<file path="src/hdl/epi_pkg.sv">
// Shared types, constants and the micro-program for the epipolar inlier test.
package epi_pkg;

  // Fixed field widths.
  localparam int COEF_W     = 32;
  localparam int THR_W      = 32;
  localparam int RES_CNT_W  = 16;
  localparam int CFG_IDX_W  = 3;
  localparam int CFG_DATA_W = 64;
  localparam int DIG_W      = 16;
  localparam int NUM_COEF   = 9;
  localparam int STEP_W     = 5;

  // Configuration register indexes.
  localparam logic [CFG_IDX_W-1:0] REG_COEF_0_1  = 3'd0;
  localparam logic [CFG_IDX_W-1:0] REG_COEF_2_3  = 3'd1;
  localparam logic [CFG_IDX_W-1:0] REG_COEF_4_5  = 3'd2;
  localparam logic [CFG_IDX_W-1:0] REG_COEF_6_7  = 3'd3;
  localparam logic [CFG_IDX_W-1:0] REG_COEF_LAST = 3'd4;
  localparam logic [CFG_IDX_W-1:0] REG_THRESHOLD = 3'd5;

  localparam logic [COEF_W-1:0] COEF_LAST_RESET = 32'h1000_0000;
  localparam logic [THR_W-1:0]  THR_RESET       = 32'd256;

  // Operand, addend and destination selects of one product step.
  typedef enum logic [2:0] {A_COEF, A_RA, A_RB, A_RD, A_THR} a_src_t;
  typedef enum logic [2:0] {B_X1, B_Y1, B_X2, B_Y2, B_RA, B_RB, B_RD, B_RN} b_src_t;
  typedef enum logic [1:0] {ADD_ZERO, ADD_COEF, ADD_RC} add_src_t;
  typedef enum logic [3:0] {
    DST_NONE, DST_RA, DST_RB, DST_RC, DST_RD, DST_RD2, DST_RN, DST_CHK1, DST_CHK2
  } dst_t;

  typedef struct packed {
    a_src_t   a_src;
    logic [3:0] a_idx;
    b_src_t   b_src;
    add_src_t add_src;
    logic [3:0] add_idx;
    logic     init;
    dst_t     dst;
  } step_t;

  // Command bundle from the sequencer to the datapath.
  typedef struct packed {
    logic     load_in;
    logic     setup;
    logic     mul;
    logic     top;
    logic     store;
    logic     load_res;
    step_t    op;
  } cmd_t;

  localparam logic [STEP_W-1:0] LAST_STEP = 5'd18;

  // Micro-program: sums of products that build the lines, the residual,
  // its square, the line norms and the threshold products.
  function automatic step_t prog(input logic [STEP_W-1:0] s);
    step_t r;
    case (s)
      5'd0:  r = '{A_COEF, 4'd0, B_X1, ADD_COEF, 4'd2, 1'b1, DST_NONE};
      5'd1:  r = '{A_COEF, 4'd1, B_Y1, ADD_ZERO, 4'd0, 1'b0, DST_RA};
      5'd2:  r = '{A_COEF, 4'd3, B_X1, ADD_COEF, 4'd5, 1'b1, DST_NONE};
      5'd3:  r = '{A_COEF, 4'd4, B_Y1, ADD_ZERO, 4'd0, 1'b0, DST_RB};
      5'd4:  r = '{A_COEF, 4'd6, B_X1, ADD_COEF, 4'd8, 1'b1, DST_NONE};
      5'd5:  r = '{A_COEF, 4'd7, B_Y1, ADD_ZERO, 4'd0, 1'b0, DST_RC};
      5'd6:  r = '{A_RA,   4'd0, B_X2, ADD_RC,   4'd0, 1'b1, DST_NONE};
      5'd7:  r = '{A_RB,   4'd0, B_Y2, ADD_ZERO, 4'd0, 1'b0, DST_RD};
      5'd8:  r = '{A_RD,   4'd0, B_RD, ADD_ZERO, 4'd0, 1'b1, DST_RD2};
      5'd9:  r = '{A_RA,   4'd0, B_RA, ADD_ZERO, 4'd0, 1'b1, DST_NONE};
      5'd10: r = '{A_RB,   4'd0, B_RB, ADD_ZERO, 4'd0, 1'b0, DST_RN};
      5'd11: r = '{A_THR,  4'd0, B_RN, ADD_ZERO, 4'd0, 1'b1, DST_CHK1};
      5'd12: r = '{A_COEF, 4'd0, B_X2, ADD_COEF, 4'd6, 1'b1, DST_NONE};
      5'd13: r = '{A_COEF, 4'd3, B_Y2, ADD_ZERO, 4'd0, 1'b0, DST_RA};
      5'd14: r = '{A_COEF, 4'd1, B_X2, ADD_COEF, 4'd7, 1'b1, DST_NONE};
      5'd15: r = '{A_COEF, 4'd4, B_Y2, ADD_ZERO, 4'd0, 1'b0, DST_RB};
      5'd16: r = '{A_RA,   4'd0, B_RA, ADD_ZERO, 4'd0, 1'b1, DST_NONE};
      5'd17: r = '{A_RB,   4'd0, B_RB, ADD_ZERO, 4'd0, 1'b0, DST_RN};
      5'd18: r = '{A_THR,  4'd0, B_RN, ADD_ZERO, 4'd0, 1'b1, DST_CHK2};
      default: r = '{A_THR, 4'd0, B_RN, ADD_ZERO, 4'd0, 1'b0, DST_NONE};
    endcase
    return r;
  endfunction

endpackage

</file>
<file path="src/hdl/epi_ctrl.sv">
// Sequencer: steps through the micro-program and drives the handshakes.
module epi_ctrl #(
  parameter int COORD_BITS = 16,
  parameter int DIGW       = 3
) (
  input  logic            clk,
  input  logic            rst,
  input  logic            in_valid,
  output logic            in_ready,
  output logic            out_valid,
  input  logic            out_ready,
  output epi_pkg::cmd_t   cmd,
  output logic [DIGW-1:0] k
);

  localparam int LW     = COORD_BITS + 34;
  localparam int DW     = LW + COORD_BITS + 2;
  localparam int NW     = 2 * LW;
  localparam int NDIG_C = (COORD_BITS + epi_pkg::DIG_W - 1) / epi_pkg::DIG_W;
  localparam int NDIG_L = (LW + epi_pkg::DIG_W - 1) / epi_pkg::DIG_W;
  localparam int NDIG_D = (DW + epi_pkg::DIG_W - 1) / epi_pkg::DIG_W;
  localparam int NDIG_N = (NW + epi_pkg::DIG_W - 1) / epi_pkg::DIG_W;

  typedef enum logic [5:0] {
    S_IDLE   = 6'b000001,
    S_SETUP  = 6'b000010,
    S_MUL    = 6'b000100,
    S_DRAIN  = 6'b001000,
    S_STORE  = 6'b010000,
    S_RESULT = 6'b100000
  } state_t;

  state_t                     state, state_next;
  logic [epi_pkg::STEP_W-1:0] step;
  logic [DIGW-1:0]            dig;
  logic [DIGW-1:0]            ndig_m1;
  epi_pkg::step_t             row;
  logic                       res_free;

  // Decode the current step and its digit count.
  always_comb begin
    row = epi_pkg::prog(step);
    case (row.b_src)
      epi_pkg::B_RA, epi_pkg::B_RB: ndig_m1 = DIGW'(NDIG_L - 1);
      epi_pkg::B_RD:                ndig_m1 = DIGW'(NDIG_D - 1);
      epi_pkg::B_RN:                ndig_m1 = DIGW'(NDIG_N - 1);
      default:                      ndig_m1 = DIGW'(NDIG_C - 1);
    endcase
    res_free = !out_valid || out_ready;
    in_ready = (state == S_IDLE);
    k        = dig;
  end

  // Commands and next state.
  always_comb begin
    cmd          = '0;
    cmd.op       = row;
    cmd.top      = (dig == ndig_m1);
    state_next   = state;
    case (state)
      S_IDLE: begin
        cmd.load_in = in_valid;
        if (in_valid) state_next = S_SETUP;
      end
      S_SETUP: begin
        cmd.setup  = 1'b1;
        state_next = S_MUL;
      end
      S_MUL: begin
        cmd.mul = 1'b1;
        if (dig == ndig_m1) state_next = S_DRAIN;
      end
      S_DRAIN: state_next = S_STORE;
      S_STORE: begin
        cmd.store  = 1'b1;
        state_next = (step == epi_pkg::LAST_STEP) ? S_RESULT : S_SETUP;
      end
      S_RESULT: begin
        cmd.load_res = res_free;
        if (res_free) state_next = S_IDLE;
      end
      default: state_next = S_IDLE;
    endcase
  end

  // Sequencer registers.
  always_ff @(posedge clk) begin
    if (rst) begin
      state     <= S_IDLE;
      step      <= '0;
      dig       <= '0;
      out_valid <= 1'b0;
    end else begin
      state     <= state_next;
      out_valid <= cmd.load_res || (out_valid && !out_ready);
      if (state == S_IDLE) begin
        step <= '0;
      end else if (state == S_STORE) begin
        step <= step + 1'b1;
      end
      if (state == S_SETUP) begin
        dig <= '0;
      end else if (state == S_MUL) begin
        dig <= dig + 1'b1;
      end
    end
  end

endmodule

</file>
<file path="config.mk">
export PLATFORM = sky130hd
export DESIGN_NAME = epi_ctrl
export DESIGN_NICKNAME = d
export VERILOG_FILES = /design/src/hdl/epi_pkg.sv /design/src/hdl/epi_ctrl.sv
export SDC_FILE = /design/constraint.sdc
export NUM_CORES = 1
export LEC_CHECK = 0
export BUFFER_PORTS_ARGS = -buffer_cell sky130_fd_sc_hd__buf_2
export CAP_MARGIN = 20
export CORE_AREA = 5 5 76 78
export DETAILED_ROUTE_END_ITERATION = 10
export DIE_AREA = 0 0 81 83
export PLACE_DENSITY_LB_ADDON = 0.25
export SLEW_MARGIN = 20
export SYNTH_ARGS = -nofsm -noshare
export SYNTH_HDL_FRONTEND = slang
export SYNTH_SLANG_ARGS = --single-unit
</file>
<file path="constraint.sdc">
create_clock -name clk -period 2.8 [get_ports clk]
set_input_delay 0.28 -clock clk [delete_from_list [all_inputs] [get_ports clk]]
set_output_delay 0.28 -clock clk [all_outputs]
set_load 0.03 [all_outputs]
</file>
==> impl_metrics.ini <==
[critical_path]
end_kind = register
start_kind = register
crit_chain = or4_4 -> o31ai_1 -> a32oi_1 -> ha_1 -> a2111oi_0 -> a31oi_1 -> o221a_2
critPathRequiredTime_ps = 2980
critPathKind = register to register
slowest_stage = or4_4
path_max_fanout = 14
crit_buf_inv = 0
cp.depth = 7
critical-path-top-delay-family = compound AO/OA/AOI/OAI gates
reg2reg_depth = 7
critPathArrivalTime_ps = 2830
max_stage_delay_ps = 630

[clock_network]
cts_root_buffer = clkbuf_8
htree_num_levels = 2
hold_buffers = 0
clk_pin_slew_ps = 70
cts-buffers-inserted = 5
cts_sinks = 35
clk_path_buf_depth = 2
clk_latency_ps = 290
cts_resized = 0
cts_tree = yes
postCtsSetupRepairBufs = 0

[synth]
seq_area_frac_synth = 0.364
async_flop_share = 0
ys_seq_elements = 35
netlist_instances = 218
synth_top_cells_by_count = dfxtp_1, a21oi_1, nor2_1
syn-cell-area_um2 = 1930
yosysMostFrequentCell = dfxtp_1
synth_edf_count = 0
synth.net_count = 231
synth_top_area_frac = 0.364
synth_top_area_cell = dfxtp_1
ys_types = 63
syn_area_per_cell_um2 = 8.83
netlist_top_cells_area = dfxtp_1, ha_1, a21oi_1
synth_warnings = 0
synth_flop_cell = dfxtp_1

[detailed_routing]
finalWirelength_um = 4610
first_iter_violations = 123
drtAntennaViolNets = 0
vias = 1759
via_per_inst = 5.40
routedWlPerCell_um = 14.1
drc = 0
dr.pass1.iters = 4

[global_routing]
grt_use_total = 0.146
grt_max_degree = 15
grt_pass1_wl_um = 7890
antenna_found_initial = 0
grt-ovfl-total = 0
grt_pass1_vias = 1673

[final_layout]
drive_above_1_share = 0.262
final_nets = 268
stdcell_count = 326
n_antenna_cell = 0
seq_area_um2 = 701
multiInputGateArea_um2 = 1100
nFillCells = 524
syn_to_final_growth_pct = 18.3

[place]
dp_cells = 318
dp_hpwl_um = 3480
place.gp.congestion = 0.915
io_buffers = 34

[pwr]
p_int_uw = 781
ir_worst_vdd_mv = 0.254
combinationalPowerShare = 0.141
p_sw_uw = 299
pwr-share-seq = 0.480
power_frac_clock = 0.379
power_density_nw_per_um2 = 474
swShare = 0.277
p_leak_nw = 0.940

[hold_path]
hp-class = input pin to register
hold_depth = 3

[sta]
tightest_slew_ps = 502
report.final.slew_viol_count = 0
fin_worst_skew_ps = 4.01
relSlewSlack = 0.665
min_period_ps = 2650
rsz0062_at_grt = no
finalHoldViolations = 0
tns_ps = 0
final-setup-viol-count = 0
period_share = 0.947
fmax_mhz = 377

[floorplanning]
die_x_um = 81
die_area_um2 = 6720
die_h_um = 83
core_region_area_um2 = 5010
pin_count = 36
rows = 26
start_util = 0.384

[outcome]
status = completed

[job]
max_cap_violations = 0
[layer usage]
metal  global-route usage  part of all wire  vias to the layer above
li1                     -                 -                      879
met1                0.201              0.45                      807
met2                0.219              0.46                       66
met3               0.0390             0.080                        7
met4               0.0507             0.012                        0
met5                    0                 0                        -
[final timing paths]
check	endpoint	start	slack (ps)
worst min register to register	out_valid$_SDFF_PP0_	out_valid$_SDFF_PP0_	480
worst max-delay path	row[1]$_DFF_P_	state[3]$_SDFFE_PP0P_	150
worst min-delay path	out_valid$_SDFF_PP0_	out_ready	260
worst max register to register	row[1]$_DFF_P_	state[3]$_SDFFE_PP0P_	150
[area by class of cell]
type	count	area share
clock inverters	1	0.00330
multi-input cells	157	0.484
well taps	70	0.0385
clock buffers	7	0.0423
flip-flops and latches	35	0.308
inverters	14	0.0236
repair buffers	42	0.101
[sequential cells by signal, indices dropped and copies added, names as in the netlist]
register	count
row	20
state	6
k	3
step	5
out_valid	1
[cells in the final DEF (no fill, tap or decap), types with 7 or more instances in the layout]
| master | instances |
|---|---|
| a21oi_1 | 17 |
| buf_2 | 34 |
| buf_4 | 8 |
| clkbuf_8 | 7 |
| dfxtp_1 | 35 |
| ha_1 | 9 |
| inv_1 | 11 |
| nand2_1 | 9 |
| nand3_1 | 9 |
| nor2_1 | 16 |
| nor3_1 | 9 |
[per-stage QoR]
step                      setup slack (ps)   util  hold slack (ps)  instance area [µm²]  power, mW
after floorplan                       26.1      -              462                 1930      0.652
after global placement                 261  0.434              468                 2170      0.683
after detailed placement               202  0.434              470                 2170      0.681
after CTS                              181  0.455              261                 2280       1.09
after global routing                  45.6  0.455              287                 2280       1.12
final                                  147  0.455              265                 2280       1.08
[cells by family after synthesis]
group,count (synthesis),share of synthesized area
xor+xnor,4,0.0182
buf+inv,26,0.0643
flops,35,0.364
compound gates,63,0.244
fa+ha+maj,10,0.0637
other cells,1,0.00195
simple gates,76,0.229
mux,3,0.0156
[worst register-to-register path, delay by kind of cell (launching register included)]
kind / cells / cell delay, ps
compound gates: 5 / 1280
simple gates: 1 / 630
flops: 1 / 370
fa+ha+maj: 1 / 260
[power by group through the flow]
stage / sequential (mW) / combinational, mW / clock (mW)
final: 0.518 / 0.153 / 0.409
after CTS: 0.518 / 0.153 / 0.418
after detailed placement: 0.529 / 0.152 / 0
after global routing: 0.519 / 0.166 / 0.438
after global placement: 0.530 / 0.153 / 0
after floorplan: 0.521 / 0.131 / 0
(Power assumes the default switching activity.)
